**config.mk**
```make
export PLATFORM = sky130hd
export DESIGN_NAME = calendar_date_add_days_core
export DESIGN_NICKNAME = d
export VERILOG_FILES = /design/src/rtl/core/cdad_pkg.sv /design/src/rtl/core/cdad_ctrl.sv /design/src/rtl/core/cdad_dpath.sv /design/src/rtl/core/calendar_date_add_days_core.sv
export SDC_FILE = /design/constraint.sdc
export NUM_CORES = 1
export LEC_CHECK = 0
export BUFFER_PORTS_ARGS = -buffer_cell sky130_fd_sc_hd__buf_4
export CAP_MARGIN = 15
export CORE_MARGIN = 10
export CORE_UTILIZATION = 41
export DETAILED_ROUTE_END_ITERATION = 10
export GPL_TIMING_DRIVEN = 0
export PLACE_DENSITY_LB_ADDON = 0.08
export SKIP_LAST_GASP = 1
export SYNTH_ARGS = -nofsm -noshare
export SYNTH_HDL_FRONTEND = slang
export SYNTH_SLANG_ARGS = --single-unit
export TNS_END_PERCENT = 10
```
**constraint.sdc**
```tcl
create_clock -name clk -period 5.1 [get_ports clk]
set_clock_uncertainty 0.15 [all_clocks]
set_input_delay 1.02 -clock clk [delete_from_list [all_inputs] [get_ports clk]]
set_output_delay 1.02 -clock clk [all_outputs]
set_load 0.01 [all_outputs]
```
**src/rtl/core/cdad_pkg.sv**
```systemverilog
// Shared types, constants and calendar tables for the date-add-days core.
`timescale 1ns / 1ps

package cdad_pkg;

  localparam int YEAR_W  = 14;
  localparam int MONTH_W = 4;
  localparam int DAY_W   = 5;
  localparam int ADD_W   = 16;
  localparam int ERR_W   = 2;
  localparam int CUM_W   = 9;
  localparam int QUO_W   = 8;
  localparam int MOD_W   = 7;

  localparam int DEF_MAX_ADD_DAYS = 65535;

  localparam logic [YEAR_W-1:0]  YEAR_MAX     = 14'd16383;
  localparam logic [MONTH_W-1:0] MONTH_JAN    = 4'd1;
  localparam logic [MONTH_W-1:0] MONTH_FEB    = 4'd2;
  localparam logic [MONTH_W-1:0] MONTH_DEC    = 4'd12;
  localparam logic [MOD_W-1:0]   MOD100_LAST  = 7'd99;

  // floor(y / 100) == (y * DIV100_MUL) >> DIV100_SHIFT for every 14-bit y
  localparam int DIV100_MUL   = 5243;
  localparam int DIV100_SHIFT = 19;
  localparam int DIV100_PROD_W = 28;

  typedef enum logic [ERR_W-1:0] {
    ERR_NONE     = 2'd0,
    ERR_INVALID  = 2'd1,
    ERR_OVERFLOW = 2'd2
  } err_t;

  typedef enum logic [2:0] {
    ST_IDLE,
    ST_DIVIDE,
    ST_RESIDUE,
    ST_CHECK,
    ST_YEARS,
    ST_MONTHS,
    ST_FINISH
  } state_t;

  typedef struct packed {
    logic load;         // capture a new start date
    logic residue;      // form year mod 100 and century mod 4
    logic check;        // validate and build the day-of-year count plus offset
    logic year_step;    // drop one whole year
    logic overflow;     // year ran past the field range
    logic month_start;  // begin the month walk at January
    logic month_step;   // drop one whole month
    logic out_load;     // move the result into the output register
  } cmd_t;

  typedef struct packed {
    logic invalid;
    logic year_more;
    logic year_last;
    logic month_more;
  } sts_t;

  function automatic logic [DAY_W-1:0] month_len(input logic [MONTH_W-1:0] m,
                                                 input logic leap);
    logic [DAY_W-1:0] len;
    unique case (m)
      4'd2:                      len = leap ? 5'd29 : 5'd28;
      4'd4, 4'd6, 4'd9, 4'd11:   len = 5'd30;
      default:                   len = 5'd31;
    endcase
    return len;
  endfunction

  // Days in the months before m of a common year
  function automatic logic [CUM_W-1:0] cum_days(input logic [MONTH_W-1:0] m);
    logic [CUM_W-1:0] c;
    unique case (m)
      4'd1:    c = 9'd0;
      4'd2:    c = 9'd31;
      4'd3:    c = 9'd59;
      4'd4:    c = 9'd90;
      4'd5:    c = 9'd120;
      4'd6:    c = 9'd151;
      4'd7:    c = 9'd181;
      4'd8:    c = 9'd212;
      4'd9:    c = 9'd243;
      4'd10:   c = 9'd273;
      4'd11:   c = 9'd304;
      4'd12:   c = 9'd334;
      default: c = 9'd0;
    endcase
    return c;
  endfunction

endpackage

```
**src/rtl/core/cdad_ctrl.sv**
```systemverilog
// Sequencer for the date-add-days core: walks load, residue, check, year, month and output phases.
`timescale 1ns / 1ps

module cdad_ctrl (
  input  logic          clk,
  input  logic          rst_n,
  input  logic          in_valid,
  output logic          in_ready,
  output logic          out_valid,
  input  logic          out_ready,
  input  cdad_pkg::sts_t sts,
  output cdad_pkg::cmd_t cmd
);
  import cdad_pkg::*;

  state_t state_r, state_nxt;
  logic   out_valid_r, out_valid_nxt;
  logic   out_free;

  assign out_free  = !out_valid_r || out_ready;
  assign in_ready  = (state_r == ST_IDLE);
  assign out_valid = out_valid_r;

  always_comb begin
    state_nxt = state_r;
    unique case (state_r)
      ST_IDLE:    if (in_valid) state_nxt = ST_DIVIDE;
      ST_DIVIDE:  state_nxt = ST_RESIDUE;
      ST_RESIDUE: state_nxt = ST_CHECK;
      ST_CHECK:   state_nxt = sts.invalid ? ST_FINISH : ST_YEARS;
      ST_YEARS: begin
        if (!sts.year_more) begin
          state_nxt = ST_MONTHS;
        end else if (sts.year_last) begin
          state_nxt = ST_FINISH;
        end
      end
      ST_MONTHS:  if (!sts.month_more) state_nxt = ST_FINISH;
      ST_FINISH:  if (out_free) state_nxt = ST_IDLE;
      default:    state_nxt = ST_IDLE;
    endcase
  end

  always_comb begin
    cmd             = '0;
    unique case (state_r)
      ST_IDLE:    cmd.load = in_valid;
      ST_DIVIDE:  cmd.residue = 1'b1;
      ST_RESIDUE: cmd.check = 1'b0;
      ST_CHECK:   cmd.check = 1'b1;
      ST_YEARS: begin
        cmd.year_step   = sts.year_more && !sts.year_last;
        cmd.overflow    = sts.year_more && sts.year_last;
        cmd.month_start = !sts.year_more;
      end
      ST_MONTHS:  cmd.month_step = sts.month_more;
      ST_FINISH:  cmd.out_load = out_free;
      default:    cmd = '0;
    endcase
  end

  always_comb begin
    out_valid_nxt = out_valid_r;
    if (cmd.out_load) begin
      out_valid_nxt = 1'b1;
    end else if (out_ready) begin
      out_valid_nxt = 1'b0;
    end
  end

  always_ff @(posedge clk) begin
    if (!rst_n) begin
      state_r     <= ST_IDLE;
      out_valid_r <= 1'b0;
    end else begin
      state_r     <= state_nxt;
      out_valid_r <= out_valid_nxt;
    end
  end

endmodule

```
**src/rtl/core/cdad_dpath.sv**
```systemverilog
// Datapath for the date-add-days core: working date, day count, leap tracking.
`timescale 1ns / 1ps

module cdad_dpath #(
  parameter int MAX_ADD_DAYS = cdad_pkg::DEF_MAX_ADD_DAYS
) (
  input  logic                          clk,
  input  logic [cdad_pkg::YEAR_W-1:0]   in_year,
  input  logic [cdad_pkg::MONTH_W-1:0]  in_month,
  input  logic [cdad_pkg::DAY_W-1:0]    in_day,
  input  logic [cdad_pkg::ADD_W-1:0]    in_add_days,
  input  cdad_pkg::cmd_t                cmd,
  output cdad_pkg::sts_t                sts,
  output logic [cdad_pkg::YEAR_W-1:0]   out_new_year,
  output logic [cdad_pkg::MONTH_W-1:0]  out_new_month,
  output logic [cdad_pkg::DAY_W-1:0]    out_new_day,
  output logic [cdad_pkg::ERR_W-1:0]    out_error_code
);
  import cdad_pkg::*;

  localparam int OFS_W = $clog2(MAX_ADD_DAYS + 1);
  localparam int CNT_W = $clog2(MAX_ADD_DAYS + 367);

  logic [YEAR_W-1:0]  year_r;
  logic [MONTH_W-1:0] month_r;
  logic [DAY_W-1:0]   day_r;
  logic [OFS_W-1:0]   ofs_r;
  logic [QUO_W-1:0]   quo_r;
  logic [MOD_W-1:0]   mod100_r;
  logic [1:0]         cent4_r;
  logic [CNT_W-1:0]   cnt_r;
  err_t               err_r;

  logic [YEAR_W-1:0]  res_year_r;
  logic [MONTH_W-1:0] res_month_r;
  logic [DAY_W-1:0]   res_day_r;
  err_t               res_err_r;

  logic [DIV100_PROD_W-1:0] quo_prod;
  logic [31:0]              ofs_ext, ofs_sat;
  logic [YEAR_W-1:0]        hundreds;
  logic [YEAR_W-1:0]        residue;
  logic                     leap;
  logic [DAY_W-1:0]         mlen;
  logic [CNT_W-1:0]         ylen;
  logic [CNT_W-1:0]         mlen_ext;
  logic [CNT_W-1:0]         start_cnt;
  logic                     leap_adj;

  assign quo_prod = DIV100_PROD_W'(in_year) * DIV100_PROD_W'(DIV100_MUL);
  assign ofs_ext  = 32'(in_add_days);
  assign ofs_sat  = (ofs_ext > 32'(MAX_ADD_DAYS)) ? 32'(MAX_ADD_DAYS) : ofs_ext;

  assign hundreds = YEAR_W'(quo_r) * YEAR_W'(100);
  assign residue  = year_r - hundreds;

  assign leap     = (mod100_r == '0) ? (cent4_r == 2'd0) : (year_r[1:0] == 2'd0);
  assign mlen     = month_len(month_r, leap);
  assign mlen_ext = CNT_W'(mlen);
  assign ylen     = leap ? CNT_W'(366) : CNT_W'(365);
  assign leap_adj = leap && (month_r > MONTH_FEB);

  assign start_cnt = CNT_W'(day_r) + CNT_W'(cum_days(month_r)) + CNT_W'(leap_adj)
                   + CNT_W'(ofs_r);

  assign sts.invalid    = (month_r < MONTH_JAN) || (month_r > MONTH_DEC) ||
                          (day_r == '0) || (day_r > mlen);
  assign sts.year_more  = cnt_r > ylen;
  assign sts.year_last  = (year_r == YEAR_MAX);
  assign sts.month_more = cnt_r > mlen_ext;

  always_ff @(posedge clk) begin
    if (cmd.load) begin
      year_r  <= in_year;
      month_r <= in_month;
      day_r   <= in_day;
      ofs_r   <= ofs_sat[OFS_W-1:0];
      quo_r   <= quo_prod[DIV100_SHIFT +: QUO_W];
    end
    if (cmd.residue) begin
      mod100_r <= residue[MOD_W-1:0];
      cent4_r  <= quo_r[1:0];
    end
    if (cmd.check) begin
      if (sts.invalid) begin
        cnt_r <= CNT_W'(day_r);
        err_r <= ERR_INVALID;
      end else begin
        cnt_r <= start_cnt;
        err_r <= ERR_NONE;
      end
    end
    if (cmd.year_step) begin
      cnt_r  <= cnt_r - ylen;
      year_r <= year_r + YEAR_W'(1);
      if (mod100_r == MOD100_LAST) begin
        mod100_r <= '0;
        cent4_r  <= cent4_r + 2'd1;
      end else begin
        mod100_r <= mod100_r + MOD_W'(1);
      end
    end
    if (cmd.overflow) begin
      year_r  <= '0;
      month_r <= '0;
      cnt_r   <= '0;
      err_r   <= ERR_OVERFLOW;
    end
    if (cmd.month_start) begin
      month_r <= MONTH_JAN;
    end
    if (cmd.month_step) begin
      cnt_r   <= cnt_r - mlen_ext;
      month_r <= month_r + MONTH_W'(1);
    end
    if (cmd.out_load) begin
      res_year_r  <= year_r;
      res_month_r <= month_r;
      res_day_r   <= cnt_r[DAY_W-1:0];
      res_err_r   <= err_r;
    end
  end

  assign out_new_year   = res_year_r;
  assign out_new_month  = res_month_r;
  assign out_new_day    = res_day_r;
  assign out_error_code = res_err_r;

endmodule

```
**src/rtl/core/calendar_date_add_days_core.sv**
```systemverilog
// Top level of the Gregorian date-add-days core.
//
// Usage:
//   Present a start date (in_year, in_month, in_day) and a forward offset
//   (in_add_days) on the input channel; one transfer yields exactly one
//   result transfer on the output channel (out_new_year, out_new_month,
//   out_new_day, out_error_code). Offsets above MAX_ADD_DAYS saturate.
//   Error code 1 flags an invalid start date and echoes it; error code 2
//   flags a result year past 16383 and returns zeros.
// Sequence:
//   One item at a time. After the input transfer the core forms the residues,
//   lets them settle and checks validity; for a valid date it then walks the
//   whole years crossed and the whole months crossed, and finally loads the
//   output register. The year walk dominates.
// Reset and stall:
//   Reset returns the sequencer to idle and empties the output register.
//   A result waiting in the output register does not block the next input
//   transfer; only the final load waits until the receiver frees it.
`timescale 1ns / 1ps

module calendar_date_add_days_core #(
  parameter int MAX_ADD_DAYS = cdad_pkg::DEF_MAX_ADD_DAYS
) (
  input  logic                          clk,
  input  logic                          rst_n,
  input  logic                          in_valid,
  output logic                          in_ready,
  input  logic [cdad_pkg::YEAR_W-1:0]   in_year,
  input  logic [cdad_pkg::MONTH_W-1:0]  in_month,
  input  logic [cdad_pkg::DAY_W-1:0]    in_day,
  input  logic [cdad_pkg::ADD_W-1:0]    in_add_days,
  output logic                          out_valid,
  input  logic                          out_ready,
  output logic [cdad_pkg::YEAR_W-1:0]   out_new_year,
  output logic [cdad_pkg::MONTH_W-1:0]  out_new_month,
  output logic [cdad_pkg::DAY_W-1:0]    out_new_day,
  output logic [cdad_pkg::ERR_W-1:0]    out_error_code
);
  import cdad_pkg::*;

  // Command and status between sequencer and datapath
  cmd_t cmd;
  sts_t sts;

  // Sequencer: owns the handshake and the phase of the current item
  cdad_ctrl u_ctrl (
    .clk       (clk),
    .rst_n     (rst_n),
    .in_valid  (in_valid),
    .in_ready  (in_ready),
    .out_valid (out_valid),
    .out_ready (out_ready),
    .sts       (sts),
    .cmd       (cmd)
  );

  // Datapath: holds the working date, the remaining day count and the
  // incremental leap-year trackers, plus the output register
  cdad_dpath #(
    .MAX_ADD_DAYS (MAX_ADD_DAYS)
  ) u_dpath (
    .clk            (clk),
    .in_year        (in_year),
    .in_month       (in_month),
    .in_day         (in_day),
    .in_add_days    (in_add_days),
    .cmd            (cmd),
    .sts            (sts),
    .out_new_year   (out_new_year),
    .out_new_month  (out_new_month),
    .out_new_day    (out_new_day),
    .out_error_code (out_error_code)
  );

endmodule
```
Word-level counts from Yosys, hierarchy flattened

Memory sizes are Yosys's and may differ from the RTL's. A register that Yosys moved wholly into a read port is not among the register bits.
Cells that the tools add are included.

Eq/ne operators: 17
$lt $le $gt $ge: 7
Div/mod/pow operators: 0
Reduce and logical (&&, ||, !) cells: 22
Add/sub/neg operators: 10
$mul: 2
Bitwise gates (word level): 0
Muxes and demuxes: 38
Shift-type cells: 0

Operator list:

| cell                                                                  | count |
|---|---|
| 17-bit two-way mux                                                    | 5 |
| 14-bit two-way mux                                                    | 2 |
| 14-bit by 13-bit multiplier with 27-bit output, second input constant | 1 |
| 7-bit two-way mux                                                     | 3 |
| 3-bit case mux with 7 select lines                                    | 1 |
| 4-bit two-way mux                                                     | 5 |
| 3-bit two-way mux                                                     | 6 |
| 17-bit by 1-bit adder with 17-bit output                              | 1 |
| 17-bit by 16-bit adder with 17-bit output                             | 1 |
| 17-bit greater-than comparator                                        | 1 |
| 17-bit by 5-bit greater-than comparator with 1-bit output             | 1 |
| 17-bit subtractor                                                     | 1 |
| 17-bit by 5-bit subtractor with 17-bit output                         | 1 |
| 16-bit greater-than comparator, second input constant                 | 1 |
| 14-bit by 1-bit adder with 14-bit output, second input constant       | 1 |
| 14-bit == test, second input constant                                 | 1 |
| 5-bit by 9-bit adder with 10-bit output                               | 1 |
| 1-bit two-way mux                                                     | 10 |
| 2-bit two-way mux                                                     | 5 |
| 5-bit case mux with 2 select lines                                    | 1 |
| 3-bit == test, second input constant                                  | 3 |
| 4-bit by 3-bit == test with 1-bit output, second input constant       | 2 |
| 4-bit == test, second input constant                                  | 2 |
| 8-bit by 5-bit multiplier with 5-bit output, second input constant    | 1 |
| 26 further kinds                                                      | 39 |

Flip-flop bits (word level): 104
Memories kept: 1
Memory bits (writable): 0
Bits of input ports: 43
Logic and storage cells: 112
Memory bits (read-only): 144
Latch bits: 0
Output and inout bits: 27

Memory list:

| name             | depth | bits a word | read ports | clocked after Yosys merged registers in | write ports | RTL line       | text |
|---|---|---|---|---|---|---|---|
| (name not given) | 16    | 9           | 1          | 1                                       | 0           | cdad_pkg.sv:76 | `unique case (m)` |

Depth between registers and ports, before layout

Word-level depth: 11
Depth in mapped cells: 18
Depth with buffers taken out: 18

By module

A second synthesis with hierarchy kept.

Cell total of the unflattened synthesis: 995
Area, all modules: 9848.2 sq um

By module, submodules not included:

| module     | cells an instance | instances | seq. area each (sq um) | area each (sq um) |
|---|---|---|---|---|
| cdad_dpath | 954               | 1         | 2912.8                 | 9509.1 |
| cdad_ctrl  | 41                | 1         | 80.1                   | 339.1 |

Worst setup path before layout

Ideal clock, no wire load.

Path type: in2reg
Start point: input port in_year[4] in the netlist's numbering
End point: register u_dpath.quo_r[4], data pin
Data arrival time: 5119 ps
Slack: -304 ps
Cell stages on the path: 17
Library setup time: 135 ps
Required time: 4815 ps
Buffers on the path: 0
Path through: inv_1 > fa_1 > inv_1 > ha_1 > fa_1 > inv_1 > fa_1 > fa_1 > inv_1 > ha_1 > a21o_1 > a21oi_1 > nor2b_1 > o41ai_1 > a211oi_1 > or3_1 > nand3_1

Word-level cells in the longest chain between the ends: 1

RTL lines:

| element                                        | RTL line                          | text |
|---|---|---|
| start: declaration                             | calendar_date_add_days_core.sv:28 | `input logic [cdad_pkg::YEAR_W-1:0] in_year,` |
| 14-bit by 13-bit multiplier with 27-bit output | cdad_dpath.sv:50                  | `assign quo_prod = DIV100_PROD_W'(in_year) * DIV100_PROD_W'(DIV100_MUL);` |
| named net u_dpath.quo_prod[23]                 | cdad_dpath.sv:39                  | `logic [DIV100_PROD_W-1:0] quo_prod;` |
| end signal: assignment                         | cdad_dpath.sv:78                  | `quo_r <= quo_prod[DIV100_SHIFT +: QUO_W];` |
| end: declaration                               | cdad_dpath.sv:28                  | `logic [QUO_W-1:0] quo_r;` |

The timed path passes the listed nets, and every way through them passes these cells.
A chain may end at the register's enable or synchronous reset.

Worst setup path in the final report

Start point: input port in_year[12] in the netlist's numbering
End point: register u_dpath.quo_r[4], data pin

Same word-level chain as after synthesis.

==> results.rst <==
.. list-table::
   :header-rows: 1

   * - Metric
     - Value
   * - Count of input and output buffers
     - 69
   * - Routed WL
     - 24500 µm
   * - TritonCTS clock tree
     - built
   * - Critical path cell sequence
     - buf_4 -> ha_4 -> inv_1 -> fa_1 -> inv_1 -> fa_1 -> fa_1 -> inv_1 -> fa_1 -> inv_1 -> ha_1 -> nand4_1 -> a211oi_2 -> o41ai_4 -> buf_4 -> a211oi_4 -> or3_1 -> nand3_1
   * - Post-route core utilization
     - 48.1%
   * - Peak clock frequency supported by timing
     - 190 MHz
   * - Hold path start
     - u_dpath.year_r[6]$_SDFFE_PN0P_
   * - Fraction of power consumed by sequential logic
     - 27.1%
   * - P&R area growth vs syn
     - 14.9%
   * - Core footprint
     - 23600 µm²
   * - Top-Level Pins
     - 70
   * - Synthesized netlist net count
     - 1255
   * - Fillers
     - 2285
   * - Slew at the pin closest to its max-slew limit
     - 0.805 ns
   * - Arrival @ worst endpoint
     - 5.23 ns
   * - Final hold violation count
     - 0
   * - Async set-or-reset flop fraction in the synthesized netlist
     - 0%
   * - Chip Height
     - 175 µm
   * - Critical-path maximum fanout
     - 8
   * - Failing checks
     - setup timing
   * - Net switching fraction of the power
     - 44.6%
   * - Die extent in x
     - 175 µm
   * - Largest net degree at the start of global routing
     - 23
   * - Clock latency on the worst-skew pair
     - 0.38 ns
   * - Initial antenna violation count
     - 0
   * - CTS H-Tree Depth
     - 3
   * - Detailed-router iteration count before antenna repair
     - 5
   * - Leak pwr
     - 5.16 nW
   * - Dominant cell by count in the synthesized netlist
     - inv_1
   * - Cts bufs inserted
     - 9
   * - Number of cells on the worst reg-to-reg path
     - 16
   * - Combinational fraction of design power
     - 59.6%
   * - Number of vias in the routed layout
     - 7340
   * - Max Cap Viol
     - 0
   * - Top cells by instance count after synthesis
     - 186 x inv_1, 129 x ha_1, 79 x edfxtp_1, 68 x fa_1, 54 x nand2_1
   * - Maximum vdd ir drop
     - 0.197 mV
   * - Power dissipated by switching net loads
     - 0.00247 W
   * - Launching point of the worst reg2reg path
     - u_dpath.mod100_r[2]$_DFFE_PP_
   * - Synthesized instance count
     - 1015
   * - Max stage delay on crit path
     - 0.56 ns
   * - Yosys reg bits
     - 110
   * - GR Util All Layers
     - 16.3%
   * - DRC violation count after routing
     - 0
   * - Clock root buffer master
     - clkbuf_16
   * - Max-slew violation count
     - 0
   * - Class of the tightest hold or removal check
     - flop to flop
   * - Critical Path Source Type
     - input port
   * - Average wire per standard cell
     - 17.2 µm
   * - Vias per Instance
     - 5.14
   * - Starting Density
     - 41.9%
   * - First-pass GRT wire length
     - 40100 µm
   * - Half-perimeter wire length after detailed placement
     - 19900 µm
   * - Result of the run
     - complete, but fails checks
   * - Setup repair after global routing missed its margin
     - yes
   * - Setup_tns
     - -0.531 ns
   * - Fraction of final layout cells with drive strength greater than 1
     - 12.8%
   * - Number of global-route vias before repair
     - 7294
   * - Num Clock Sinks
     - 110
   * - Mean cell area of the mapped netlist
     - 9.75 µm²
   * - Hold slack final
     - 0.287 ns
   * - DRC marker count from the first detailed-route iteration
     - 528
   * - Time the final worst path needs with I/O delays and setup
     - 5.26 ns
   * - Internal power summed over all cells
     - 0.00307 W
   * - Row Count
     - 56
   * - Worst setup path category
     - input port to flop
   * - Power Dens Cells
     - 487 nW/µm²
   * - EDFF count, synth
     - 79
   * - Slowest stage cell, crit path
     - fa_1
   * - Count of nets after finishing
     - 1345
   * - Area used by sequential logic in the layout
     - 2990 µm²
   * - Most used flip-flop cell after synthesis
     - edfxtp_1
   * - Yosys warns
     - 0
   * - Fraction of synthesized cell area taken by the top area cell type
     - 24.0%
   * - Final critical-path share of the clock period
     - 103%
   * - Residual overflow from global routing
     - 0
   * - Post-placement worst setup slack
     - -0.860 ns
   * - Area of the mapped netlist
     - 9890 µm²
   * - Post-synth cell types
     - 78
   * - RD Place Congestion
     - 0.865
   * - Detail Route Antenna Nets
     - 0
   * - Leading post-synthesis cells by cell area
     - edfxtp_1 24%, ha_1 16%, fa_1 14%, inv_1 7.1%, dfxtp_1 6.3%
   * - Crit path required time
     - 5.07 ns
   * - Register area share after synthesis
     - 30.3%
   * - Worst-case headroom to the max-slew limit
     - 46.0%
   * - Start point of the critical path
     - in_year[12]
   * - Antenna cells
     - 0
   * - Endpoint with the worst hold slack
     - u_dpath.out_new_year[6]$_DFFE_PP_
   * - Clk slew on worst S/H paths
     - 0.09 ns
   * - Maximum buffer depth of the clock tree
     - 2
   * - Minimum setup slack among reg-to-reg paths
     - 0.36 ns
   * - Finish-stage setup viols
     - 4
   * - DIE AREA
     - 30700 µm²
   * - Hold Path Cell Cnt
     - 0
   * - Clock power share
     - 13.3%
   * - Cell type with the highest aggregate area in the netlist
     - edfxtp_1
   * - Area of combinational cells with multiple inputs
     - 6170 µm²
   * - Worst setup margin
     - -0.161 ns
   * - Element type at the critical path end
     - flop
[flip-flops by register name, summed over array words and instances, names as in the netlist, 3 cells and up, named ones only]
name and cells:
u_dpath.year_r 14, u_dpath.out_new_day 5, u_dpath.month_r 4, u_dpath.out_new_year 14, u_dpath.quo_r 5, u_ctrl.state_r 3, u_dpath.mod100_r 7, u_dpath.ofs_r 16
u_dpath.out_new_month 4, u_dpath.day_r 5, u_dpath.cnt_r 17
[metal layers]
layer / up-vias / share of wire, % / track usage [%]
met3: 12 / 4.3 / 3.20
met5: - / 0 / 0
met2: 120 / 41 / 23.0
met4: 0 / 0.92 / 3.21
li1: 3676 / - / -
met1: 3532 / 54 / 24.9
[worst max path at each step]
stage	endpoint	slack (ns)	cells after the start
after floorplan	u_dpath.quo_r[3]$_DFFE_PP_	-0.11	17
after global placement	u_dpath.quo_r[3]$_DFFE_PP_	-0.82	17
after detailed placement	u_dpath.quo_r[3]$_DFFE_PP_	-0.86	18
after CTS	u_dpath.quo_r[3]$_DFFE_PP_	-0.17	18
after global routing	u_dpath.quo_r[2]$_DFFE_PP_	-0.36	18
final	u_dpath.quo_r[4]$_DFFE_PP_	-0.16	18
[area by class of cell]
cell class / count / area share, %
clock inverters: 7 / 0.782
well taps: 319 / 3.51
plain buffers: 32 / 1.32
multi-input cells: 685 / 54.3
repair buffers: 79 / 5.46
inverters: 188 / 6.31
flip-flops and latches: 110 / 26.3
clock buffers: 9 / 1.98
[metrics by stage]
step	cell area [µm²]	power [W]	instances
after floorplan	9930	0.00383	1015
after global placement	10800	0.00464	1403
after detailed placement	10900	0.00468	1406
after CTS	11300	0.00556	1429
after global routing	11400	0.00611	1429
final	11400	0.00553	1429
[kinds of logic after synthesis]
kind of cell | count (synthesis) | synth area share [%]
XOR/XNOR | 55 | 4.87
buffers and inverters | 220 | 8.63
AO/OA/AOI/OAI | 200 | 13.8
flip-flops | 110 | 30.3
multiplexers | 9 | 0.986
adder cells (fa/ha/maj) | 197 | 30.1
AND/OR/NAND/NOR | 224 | 11.4
[layout by cell type, fill, tap and decap left out, types with 6 or more instances in the layout]
master,Yosys,final
a211oi_1,14,10
a21o_1,10,10
a21oi_1,44,44
a31oi_1,6,6
and2_1,7,7
and3_1,16,16
buf_2,7,7
buf_4,1,77
clkbuf_1,18,16
clkbuf_16,0,9
dfxtp_1,31,31
edfxtp_1,79,79
fa_1,68,68
ha_1,129,125
inv_1,186,183
mux2i_1,6,6
nand2_1,54,54
nand3_1,31,30
nand4_1,9,9
nor2_1,51,51
nor2b_1,9,9
nor3_1,14,12
o211a_1,6,6
o211ai_1,8,8
o21ai_0,41,41
o21bai_1,7,7
o22ai_1,12,12
or3_1,11,11
xnor2_1,36,36
xor2_1,19,19
[power by group through the flow]
stage | Clock (W) | Sequential, W | Combinational (W)
after CTS | 0.000759 | 0.00150 | 0.00330
after global placement | 0 | 0.00152 | 0.00313
after floorplan | 0 | 0.00144 | 0.00239
after detailed placement | 0 | 0.00152 | 0.00316
after global routing | 0.000787 | 0.00153 | 0.00379
final | 0.000738 | 0.00150 | 0.00330
[critical path: cells and delay by family]
family                   cells  cell delay, ns
adder cells (fa/ha/maj)      6            2.59
AO/OA/AOI/OAI                3            0.69
buffers and inverters        6            0.54
AND/OR/NAND/NOR              3            0.37
[timing repair]
action | CTS | global route
resized for setup | 9 | 6
hold buffers | 0 | 0
setup endpoints to repair | 22 | 30
setup buffers | 7 | 0
pin swaps | 4 | 1
Note: power is estimated with default switching activity, not from simulation.
